$ cat src/pdu_pkg.sv
// Shared types, codes and helpers for the percent decoder with UTF-8 check.
package pdu_pkg;

	localparam logic [7:0] PERCENT_CHAR = 8'h25;
	localparam int QUEUE_DEPTH = 2;

	localparam logic [1:0] ST_OK         = 2'd0;
	localparam logic [1:0] ST_BAD_ESCAPE = 2'd1;
	localparam logic [1:0] ST_BAD_UTF8   = 2'd2;

	// one source byte of the encoded string
	typedef struct packed {
		logic [7:0] in_byte;
		logic       last;
	} src_item_t;

	// one result item
	typedef struct packed {
		logic       has_byte;
		logic [7:0] out_byte;
		logic       done_res;
		logic [1:0] status;
	} dst_item_t;

	// decoded item handed from the front to the back
	typedef struct packed {
		logic       has_byte;
		logic [7:0] dec_byte;
		logic       last;
		logic       esc_err;   // escape status of the string, on last only
	} mid_item_t;

	// 0..15 for a hex digit of either case, 16 otherwise
	function automatic logic [4:0] hex_value(input logic [7:0] c);
		logic [4:0] v;
		v = 5'd16;
		if (c >= 8'h30 && c <= 8'h39) begin
			v = 5'(c - 8'h30);
		end else if (c >= 8'h41 && c <= 8'h46) begin
			v = 5'(c - 8'h41 + 8'd10);
		end else if (c >= 8'h61 && c <= 8'h66) begin
			v = 5'(c - 8'h61 + 8'd10);
		end
		return v;
	endfunction

endpackage

$ cat src/pdu_front.sv
// Front end: percent-escape decoding of the source bytes.
module pdu_front import pdu_pkg::*; (
	input  logic      clk,
	input  logic      arst_n,
	input  src_item_t src,
	input  logic      take,
	output mid_item_t mid
);

	typedef enum logic [1:0] {
		PH_IDLE,
		PH_ONE,
		PH_TWO
	} phase_t;

	phase_t     phase_q, phase_n;
	logic [3:0] nib_q, nib_n;
	logic       err_q, err_n;
	logic [4:0] hv;

	always_comb begin
		hv           = hex_value(src.in_byte);
		phase_n      = phase_q;
		nib_n        = nib_q;
		err_n        = err_q;
		mid.has_byte = 1'b0;
		mid.dec_byte = 8'h00;
		mid.last     = src.last;
		mid.esc_err  = 1'b0;
		if (!err_q) begin
			case (phase_q)
				PH_IDLE: begin
					if (src.in_byte == PERCENT_CHAR) begin
						phase_n = PH_ONE;
					end else begin
						mid.has_byte = 1'b1;
						mid.dec_byte = src.in_byte;
					end
				end
				PH_ONE: begin
					if (hv[4]) begin
						err_n   = 1'b1;
						phase_n = PH_IDLE;
					end else begin
						nib_n   = hv[3:0];
						phase_n = PH_TWO;
					end
				end
				PH_TWO: begin
					if (hv[4]) begin
						err_n   = 1'b1;
						phase_n = PH_IDLE;
					end else begin
						mid.has_byte = 1'b1;
						mid.dec_byte = {nib_q, hv[3:0]};
						nib_n        = 4'h0;
						phase_n      = PH_IDLE;
					end
				end
				default: begin
					phase_n = PH_IDLE;
				end
			endcase
		end
		if (src.last) begin
			// unfinished escape at the end counts as bad
			mid.esc_err = err_n | (phase_n != PH_IDLE);
			phase_n     = PH_IDLE;
			nib_n       = 4'h0;
			err_n       = 1'b0;
		end
	end

	always_ff @(posedge clk or negedge arst_n) begin
		if (!arst_n) begin
			phase_q <= PH_IDLE;
			nib_q   <= 4'h0;
			err_q   <= 1'b0;
		end else if (take) begin
			phase_q <= phase_n;
			nib_q   <= nib_n;
			err_q   <= err_n;
		end
	end

endmodule

$ cat src/pdu_queue.sv
// Short register queue between the decoder front and the UTF-8 back end.
module pdu_queue import pdu_pkg::*; #(
	parameter int DEPTH = QUEUE_DEPTH
) (
	input  logic      clk,
	input  logic      arst_n,
	input  logic      push,
	input  mid_item_t wr_item,
	output logic      full,
	input  logic      pop,
	output mid_item_t rd_item,
	output logic      avail
);

	localparam int IW = (DEPTH > 1) ? $clog2(DEPTH) : 1;
	localparam int CW = $clog2(DEPTH + 1);

	mid_item_t        slot_q [DEPTH];
	logic [IW-1:0]    wr_q, rd_q;
	logic [CW-1:0]    count_q;
	logic             do_push, do_pop;

	assign full    = (count_q == CW'(DEPTH));
	assign avail   = (count_q != '0);
	assign do_push = push && !full;
	assign do_pop  = pop && avail;
	assign rd_item = slot_q[rd_q];

	always_ff @(posedge clk) begin
		if (do_push) begin
			slot_q[wr_q] <= wr_item;
		end
	end

	always_ff @(posedge clk or negedge arst_n) begin
		if (!arst_n) begin
			wr_q    <= '0;
			rd_q    <= '0;
			count_q <= '0;
		end else begin
			if (do_push) begin
				wr_q <= (wr_q == IW'(DEPTH - 1)) ? '0 : wr_q + 1'b1;
			end
			if (do_pop) begin
				rd_q <= (rd_q == IW'(DEPTH - 1)) ? '0 : rd_q + 1'b1;
			end
			case ({do_push, do_pop})
				2'b10:   count_q <= count_q + 1'b1;
				2'b01:   count_q <= count_q - 1'b1;
				default: count_q <= count_q;
			endcase
		end
	end

endmodule

$ cat src/pdu_back.sv
// Back end: RFC 3629 UTF-8 check of decoded bytes and result register.
module pdu_back import pdu_pkg::*; (
	input  logic      clk,
	input  logic      arst_n,
	input  mid_item_t mid,
	input  logic      avail,
	output logic      pop,
	output logic      dst_valid,
	input  logic      dst_stall,
	output dst_item_t dst
);

	typedef enum logic [2:0] {
		RULE_ANY,
		RULE_A0_BF,
		RULE_80_9F,
		RULE_90_BF,
		RULE_80_8F
	} rule_t;

	logic [1:0] pend_q, pend_n;
	rule_t      rule_q, rule_n;
	logic       uerr_q, uerr_n;
	logic [7:0] lo, hi, b;
	logic       vld_q;
	dst_item_t  res_q, res_n;

	assign pop       = avail && (!vld_q || !dst_stall);
	assign dst_valid = vld_q;
	assign dst       = res_q;
	assign b         = mid.dec_byte;

	always_comb begin
		pend_n = pend_q;
		rule_n = rule_q;
		uerr_n = uerr_q;
		lo     = 8'h80;
		hi     = 8'hBF;
		case (rule_q)
			RULE_A0_BF: lo = 8'hA0;
			RULE_80_9F: hi = 8'h9F;
			RULE_90_BF: lo = 8'h90;
			RULE_80_8F: hi = 8'h8F;
			default:    lo = 8'h80;
		endcase
		if (mid.has_byte && !uerr_q) begin
			if (pend_q != 2'd0) begin
				if (b < lo || b > hi) begin
					uerr_n = 1'b1;
				end else begin
					rule_n = RULE_ANY;
					pend_n = pend_q - 2'd1;
				end
			end else if (b <= 8'h7F) begin
				pend_n = 2'd0;
			end else if (b >= 8'hC2 && b <= 8'hDF) begin
				pend_n = 2'd1;
				rule_n = RULE_ANY;
			end else if (b == 8'hE0) begin
				pend_n = 2'd2;
				rule_n = RULE_A0_BF;
			end else if (b == 8'hED) begin
				pend_n = 2'd2;
				rule_n = RULE_80_9F;
			end else if (b >= 8'hE1 && b <= 8'hEF) begin
				pend_n = 2'd2;
				rule_n = RULE_ANY;
			end else if (b == 8'hF0) begin
				pend_n = 2'd3;
				rule_n = RULE_90_BF;
			end else if (b >= 8'hF1 && b <= 8'hF3) begin
				pend_n = 2'd3;
				rule_n = RULE_ANY;
			end else if (b == 8'hF4) begin
				pend_n = 2'd3;
				rule_n = RULE_80_8F;
			end else begin
				uerr_n = 1'b1;
			end
		end
		res_n.has_byte = mid.has_byte;
		res_n.out_byte = mid.has_byte ? mid.dec_byte : 8'h00;
		res_n.done_res = mid.last;
		res_n.status   = ST_OK;
		if (mid.last) begin
			if (mid.esc_err) begin
				res_n.status = ST_BAD_ESCAPE;
			end else if (uerr_n || pend_n != 2'd0) begin
				res_n.status = ST_BAD_UTF8;
			end
			pend_n = 2'd0;
			rule_n = RULE_ANY;
			uerr_n = 1'b0;
		end
	end

	always_ff @(posedge clk or negedge arst_n) begin
		if (!arst_n) begin
			pend_q <= 2'd0;
			rule_q <= RULE_ANY;
			uerr_q <= 1'b0;
			vld_q  <= 1'b0;
		end else begin
			if (pop) begin
				pend_q <= pend_n;
				rule_q <= rule_n;
				uerr_q <= uerr_n;
				vld_q  <= 1'b1;
			end else if (!dst_stall) begin
				vld_q  <= 1'b0;
			end
		end
	end

	always_ff @(posedge clk) begin
		if (pop) begin
			res_q <= res_n;
		end
	end

endmodule

$ cat src/percent_decode_utf8_check.sv
// Top level: percent decoder with UTF-8 validation, front, queue and back.
// Path: an accepted item is written into the queue, then popped into the result register that drives dst.
// Throughput: one item per cycle while the queue has room; the queue decouples decode from the check.
// Input stall rises only when the queue holds DEPTH items (output held off).
// Reset (arst_n low) clears escape and UTF-8 state, empties the queue and drops dst_valid.
module percent_decode_utf8_check import pdu_pkg::*; #(
	parameter int DEPTH = QUEUE_DEPTH
) (
	input  logic      clk,
	input  logic      arst_n,
	input  logic      src_valid,
	output logic      src_stall,
	input  src_item_t src,
	output logic      dst_valid,
	input  logic      dst_stall,
	output dst_item_t dst
);

	mid_item_t front_item;   // decoded item from the front, this cycle
	mid_item_t queue_item;   // oldest item in the queue
	logic      q_full;
	logic      q_avail;
	logic      q_pop;
	logic      take;

	// an item is taken whenever the queue has room
	assign src_stall = q_full;
	assign take      = src_valid && !q_full;

	// front: escape decoding, swallowing after a bad escape
	pdu_front u_front (
		.clk    (clk),
		.arst_n (arst_n),
		.src    (src),
		.take   (take),
		.mid    (front_item)
	);

	// queue: lets the output side stall without blocking the decoder at once
	pdu_queue #(
		.DEPTH (DEPTH)
	) u_queue (
		.clk     (clk),
		.arst_n  (arst_n),
		.push    (take),
		.wr_item (front_item),
		.full    (q_full),
		.pop     (q_pop),
		.rd_item (queue_item),
		.avail   (q_avail)
	);

	// back: UTF-8 check, final status, output register
	pdu_back u_back (
		.clk       (clk),
		.arst_n    (arst_n),
		.mid       (queue_item),
		.avail     (q_avail),
		.pop       (q_pop),
		.dst_valid (dst_valid),
		.dst_stall (dst_stall),
		.dst       (dst)
	);

	// status is only reported on the last item of a string
	a_status_on_done: assert property (@(posedge clk) disable iff (!arst_n)
		dst_valid && !dst.done_res |-> dst.status == ST_OK)
		else $error("status set on an item that is not last");

	// a bad escape swallows everything, so its final item carries no byte
	a_escape_no_byte: assert property (@(posedge clk) disable iff (!arst_n)
		dst_valid && dst.status == ST_BAD_ESCAPE |-> !dst.has_byte)
		else $error("byte emitted with escape error status");

	// out_byte is zero when no byte is carried
	a_empty_zero: assert property (@(posedge clk) disable iff (!arst_n)
		dst_valid && !dst.has_byte |-> dst.out_byte == 8'h00)
		else $error("out_byte nonzero without has_byte");

	// the input side only stalls when the result side is holding off
	a_stall_cause: assert property (@(posedge clk) disable iff (!arst_n)
		src_stall |-> q_avail && dst_valid)
		else $error("input stalled while output side is free");

endmodule

$ cat config.mk
export PLATFORM = sky130hd
export DESIGN_NAME = percent_decode_utf8_check
export DESIGN_NICKNAME = d
export VERILOG_FILES = /design/src/pdu_pkg.sv /design/src/pdu_front.sv /design/src/pdu_queue.sv /design/src/pdu_back.sv /design/src/percent_decode_utf8_check.sv
export SDC_FILE = /design/constraint.sdc
export NUM_CORES = 1
export LEC_CHECK = 0
export ABC_AREA = 1
export BUFFER_PORTS_ARGS = -buffer_cell sky130_fd_sc_hd__buf_2
export CORE_ASPECT_RATIO = 1.75
export CORE_UTILIZATION = 55
export CTS_CLUSTER_SIZE = 16
export DETAILED_ROUTE_END_ITERATION = 10
export PLACE_DENSITY = 0.74
export SETUP_SLACK_MARGIN = 0.5
export SYNTH_ARGS = -nofsm -noshare
export SYNTH_HDL_FRONTEND = slang
export SYNTH_HIERARCHICAL = 1
export SYNTH_SLANG_ARGS = --single-unit
$ cat constraint.sdc
create_clock -name clk -period 2.5 [get_ports clk]
set_input_delay 0.25 -clock clk [delete_from_list [all_inputs] [get_ports clk]]
set_output_delay 0.25 -clock clk [all_outputs]
set_load 0.05 [all_outputs]
; Word level (Yosys, flattened, before mapping)
; Memories as Yosys holds them, arrays and structs flattened.
; Index checks and enable logic that the tools add are counted.
[word_totals]
reg_bits = 30
latch_bits = 0
ram_bits = 22
mem_bits_ro = 0
input_bits = 13
out_inout_bits = 14
wordCells = 163
memories = 1
[op_classes]
n_addsub = 10
n_mul = 0
div = 0
magnitude_cmp = 15
n_eq_ne = 20
shifts = 0
muxes = 69
n_bitwise = 2
reduce_logical = 31
[mem_list]
columns = memory, words, width, rd, rd_clocked_by_memory_dff, wr, line
row1 = u_queue.slot_q, 2, 11, 1, 0, 1, pdu_queue.sv:18  ; mid_item_t slot_q [DEPTH];
[op_table]
columns = op, count
row1 = $mux 3, 12
row2 = $mux 2, 17
row3 = $eq 8x8->1 const B, 4
row4 = $mux 9, 3
row5 = $ge 8x8->1 const B, 3
row6 = $le 8x7->1 const B, 3
row7 = $le 8x8->1 const B, 3
row8 = $mux 1, 24
row9 = $pmux 6 s2, 2
row10 = $pmux 9 s2, 1
row11 = $ge 8x7->1 const B, 2
row12 = $mux 4, 4
row13 = $mux 5, 3
row14 = $reduce_bool 2->1, 6
row15 = $logic_and 1x1->1, 11
row16 = $add 5x4->5 const B, 2
row17 = $reduce_and 5->1, 2
row18 = $sub 5x1->5 const B, 2
row19 = $reduce_bool 9->1, 1
row20 = $eq 8x6->1 const B, 1
row21 = $ge 8x6->1 const B, 1
row22 = $gt 8x8->1, 1
row23 = $le 8x6->1 const B, 1
row24 = $lt 8x8->1, 1
row25 = other kinds (23), 37

; Logic depth before layout (Yosys ltp)
; An unclocked memory read counts as a cell.
[depth]
ltp_word = 16
depth_mapped = 17
depth_no_buf = 17

; Cells and area by module
; Netlist, hierarchy kept.
[by_module_without_submodules]
columns = mod, instances, cells_per_inst, area_per_inst_um2, seq_area_each_um2
row1 = pdu_back, 1, 155, 1182.4, 535.5
row2 = pdu_queue, 1, 89, 1032.2, 760.7
row3 = pdu_front, 1, 141, 855.8, 175.2
row4 = percent_decode_utf8_check, 1, 2, 10.0, 0.0

; Worst setup path after synthesis
; OpenSTA, ideal clock, no wires.
[synth_timing]
kind = register to register
startpoint = reg u_queue.rd_q
endpoint = reg u_back.res_q (netlist bit u_back/dst[1]) (data pin)
setup_time_ps = 252
t_arrival_ps = 1843
required_ps = 2248
slack_ps = 405
stages_incl_launch_ff = 15
path_buffers = 1
period_less_slack_ps = 2095
cell_sequence = dfrtp_1 inv_2 buf_2 nand2_1 nand2_1 ha_1 a21o_1 nand2_2 nand3_1 nand2_1 nand2_1 a21oi_2 nand2_1 nor2_1 nor2_1
[synth_lines]
columns = item, line
row1 = start: declaration, pdu_queue.sv:19  ; logic [IW-1:0] wr_q, rd_q;
row2 = start signal: assignment, pdu_queue.sv:45  ; rd_q <= (rd_q == IW'(DEPTH - 1)) ? '0 : rd_q + 1'b1;
row3 = end signal: assignment, pdu_back.sv:117  ; res_q <= res_n;
row4 = end: declaration, pdu_back.sv:26  ; dst_item_t res_q, res_n;

; Final worst setup path
[layout_timing]
startpoint = reg u_back.rule_q[2]
endpoint = reg u_back.res_q (netlist bit u_back/dst[1]) (data pin)
[layout_between]
elab_chain_cells = 10
word_cells_on_any_way = 18
cone_classes = 2 x order compare / 4 x eq/ne / 9 x mux / 3 x reduce/logical
[layout_rtl]
columns = item, line
row1 = start: declaration, pdu_back.sv:22  ; rule_t rule_q, rule_n;
row2 = start signal: assignment, pdu_back.sv:106  ; rule_q <= rule_n;
row3 = "$eq 3x2->1, or another cell as far along", pdu_back.sv:39  ; case (rule_q)
row4 = $pmux 6 s2, pdu_back.sv:39
row5 = $lt 8x8->1 / $gt 8x8->1 (equally long branches), pdu_back.sv:48  ; if (b < lo || b > hi) begin
row6 = $logic_or 1x1->1 *, pdu_back.sv:48
row7 = $mux 2, pdu_back.sv:48
row8 = $mux 2, pdu_back.sv:47  ; if (pend_q != 2'd0) begin
row9 = $mux 2, pdu_back.sv:46  ; if (mid.has_byte && !uerr_q) begin
row10 = $reduce_bool 2->1, pdu_back.sv:88  ; end else if (uerr_n || pend_n != 2'd0) begin
row11 = $logic_or 1x1->1 *, pdu_back.sv:88
row12 = $mux 2 *, pdu_back.sv:88
; Every way passes the cells marked *; elsewhere a longest branch is shown, timed or not.
; A chain may end at the register's enable or synchronous reset.

==> flow_metrics.env <==
export IMPL_numPortBuffers=26
export IMPL_p_per_area_nw_per_um2=1170
export IMPL_drive_gt1_share_pct=25.9
export IMPL_synth_nets=411
export IMPL_crit_top_cell="nand2_2"
export IMPL_synth_top_area_share_pct=33.1
export IMPL_worstMarginPinSlew_ns=0.540
export IMPL_setup_viol=0
export IMPL_antenna_found_initial=0
export IMPL_final_cell_area_um2=3630
export IMPL_seq_area_um2=1470
export IMPL_wl_mm=6.38
export IMPL_cp_max_fo=4
export IMPL_report_final_slew_viol_count=0
export IMPL_grt_max_degree=19
export IMPL_cts_buffer_depth=2
export IMPL_cts_sinks=52
export IMPL_required_ns=2.57
export IMPL_yosysMostFrequentCell="nand2_1"
export IMPL_clkTransAtPathRegs_ns=0.09
export IMPL_path_cells="nor2_2 -> inv_1 -> a21oi_2 -> ha_4 -> a21o_1 -> nand2_2 -> nand3_2 -> nand2_2 -> nand2_2 -> a21oi_2 -> nand2_1 -> nor2_1 -> nor2_1"
export IMPL_grt_pass1_vias=2433
export IMPL_yosys_top_cells_area="edfxtp_1 (33%), nand2_1 (16%), dfrtp_1 (15%)"
export IMPL_syn_area_per_cell_um2=7.96
export IMPL_syn_area_um2=3080
export IMPL_cp_slowest_stage_delay_ns=0.42
export IMPL_nNetsFinal=452
export IMPL_cp_depth=13
export IMPL_path_buf_inv=1
export IMPL_clock_latency_ns=0.30
export IMPL_relSlewSlack_pct=63.8
export IMPL_grt_total_usage_pct=23.8
export IMPL_multi_input_area_um2=1510
export IMPL_fmax_ghz=0.484
export IMPL_reg2reg_to="u_back/dst[1]"
export IMPL_path_class="flip-flop to flip-flop"
export IMPL_antenna_cells=0
export IMPL_root_buffer="clkbuf_8"
export IMPL_p_leak_nw=1.79
export IMPL_ctsHtreeMaxLevel=2
export IMPL_syn_to_final_growth_pct=17.8
export IMPL_fin_tns_setup_ns=0
export IMPL_finClkSkew_ns=0.00745
export IMPL_crit_slowest_cell="dfrtp_1"
export IMPL_viasPerCell=5.12
export IMPL_ys_seq_area_share_pct=47.8
export IMPL_rows=35
export IMPL_placedInstanceArea_um2=3370
export IMPL_holdPathStages=3
export IMPL_grt_setup_unrepaired="yes"
export IMPL_coreArea_um2=5340
export IMPL_synthTopCellsByCount="nand2_1 (132), inv_1 (51), edfxtp_1 (34), nor2_1 (33), nand3_1 (26)"
export IMPL_min_to="u_back/dst_valid"
export IMPL_synth_area_leader_cell="edfxtp_1"
export IMPL_startpoint="u_back/rule_q[2]"
export IMPL_worstPathArrival_ns=2.14
export IMPL_outcome="complete, no violations"
export IMPL_r2r_slack_ns=0.43
export IMPL_syn_instance_count=387
export IMPL_die_w_um=58.6
export IMPL_synth_edf_count=34
export IMPL_cap_violations=0
export IMPL_peakVddDrop_v=0.000387
export IMPL_routedWlPerCell_um=12.7
export IMPL_remaining_drc_errors=0
export IMPL_final_hold_violation_count=0
export IMPL_fp_dieH_um=101
export IMPL_hold_class="primary input to flip-flop"
export IMPL_place_gp_congestion=0.910
export IMPL_endpoint_kind="flip-flop"
export IMPL_cp_top_family="simple AND/OR/NAND/NOR gates"
export IMPL_synthFlopType="edfxtp_1"
export IMPL_yosys_warnings=6
export IMPL_postRouteAntennaNets=0
export IMPL_die_area_um2=5920
export IMPL_cts_buffers=5
export IMPL_dp_slack_ns=0.358
export IMPL_firstDrtPassIters=4
export IMPL_synth_seq_cells=52
export IMPL_start_util_pct=57.7
export IMPL_grt_pass1_wl_mm=10.4
export IMPL_drt_iter0_markers=122
export IMPL_crit_reg2reg_launch="u_back/rule_q[2]"
export IMPL_ys_types=35
export IMPL_min_delay_start="dst_stall"
export IMPL_layout_setup_ws_ns=0.435
export IMPL_tritoncts="built"
export IMPL_fill_cells=455
export IMPL_synthArstFlopShare_pct=34.6
export IMPL_gr_total_overflow=0
export IMPL_dp_hpwl_mm=4.90
export IMPL_vias=2574
export IMPL_period_share_pct=82.6
export IMPL_critPathLaunchType="flip-flop"
export IMPL_fin_crit_ns=2.07
export IMPL_pin_count=27
export IMPL_reg2reg_depth=13
[layout by cell type, fill, tap and decap left out, types with 2 or more instances in the layout]
cell,n
nand2_1,115
inv_1,50
edfxtp_1,34
nor2_1,27
buf_2,26
nand3_1,25
nand2_2,18
dfrtp_1,18
a21oi_1,13
nand2_4,11
nor2_2,10
buf_4,10
ha_1,9
inv_2,8
clkbuf_8,6
nand4_1,6
o21ai_0,5
a21oi_2,4
nor2_4,4
o21ai_1,4
nand3_4,2
nand3_2,2
ha_4,2
buf_6,2
o21a_1,2
[cell type report]
| class | instances | area share [%] |
|---|---|---|
| Clock buffer | 7 | 2.38 |
| Timing Repair Buffer | 39 | 6.55 |
| Clock inverter | 1 | 0.207 |
| Sequential cell | 52 | 40.5 |
| Inverter | 59 | 6.17 |
| Multi-Input combinational cell | 271 | 41.6 |
| Tap cell | 74 | 2.55 |
[repair_timing]
item	CTS	global route
gates resized for setup	10	20
hold buffers	1	0
pin swaps	8	7
endpoints found under the hold margin	18	0
endpoints found under the setup margin	4	7
setup buffers	8	0
[state kept, by name (all words and copies together) (netlist names), 2 cells and up]
name / cells
u_queue/slot_q: 22
u_back/dst: 12
u_front/nib_q: 4
u_back/rule_q: 3
u_back/pend_q: 2
u_front/phase_q: 2
u_queue/count_q: 2
[power by group]
group	switching [mW]	internal (mW)
clock	0.263	0.225
combinational	1.67	0.743
sequential	0.105	1.25
[logic make-up after synthesis]
group	count (synthesis)	synth area share [%]
and+or+nand+nor	225	33.1
DFF	52	47.8
xor gates and xnor gates	1	0.284
buffers and inverters	64	8.12
adders and majority gates	11	4.47
AOI/OAI and AO/OA	34	6.26
[through the flow]
stage	util [%]	hold slack, ns	power [mW]	cells
after floorplan	-	-0.0456	3.04	387
after global placement	63.1	0.227	3.43	486
after detailed placement	63.1	0.231	3.47	486
after CTS	66.7	0.170	4.09	503
after global routing	67.9	0.178	4.57	503
final	67.9	0.171	4.25	503
[worst max path at each step]
stage                     to  slack, ns
3_5_place_dp   u_back/dst[1]       0.36
6_report       u_back/dst[1]       0.43
2_1_floorplan  u_back/dst[1]       0.50
3_3_place_gp   u_back/dst[1]       0.40
4_1_cts        u_back/dst[1]       0.45
5_1_grt        u_back/dst[1]       0.29
[worst register-to-register path: cells and delay by family (launching register included)]
family,cells,cell delay [ns]
AND/OR/NAND/NOR,8,0.67
flip-flops,1,0.42
AO/OA/AOI/OAI,3,0.45
adder cells (fa/ha/maj),1,0.23
buffers and inverters,1,0.06
[layer usage]
layer,GRT usage [%],part of all wire (%),up-vias
li1,-,-,1319
met1,21.8,34,1157
met2,48.3,59,75
met3,2.44,2.9,23
met4,12.5,4.0,0
met5,0,0,-
Note: power is estimated with default switching activity, not from simulation.
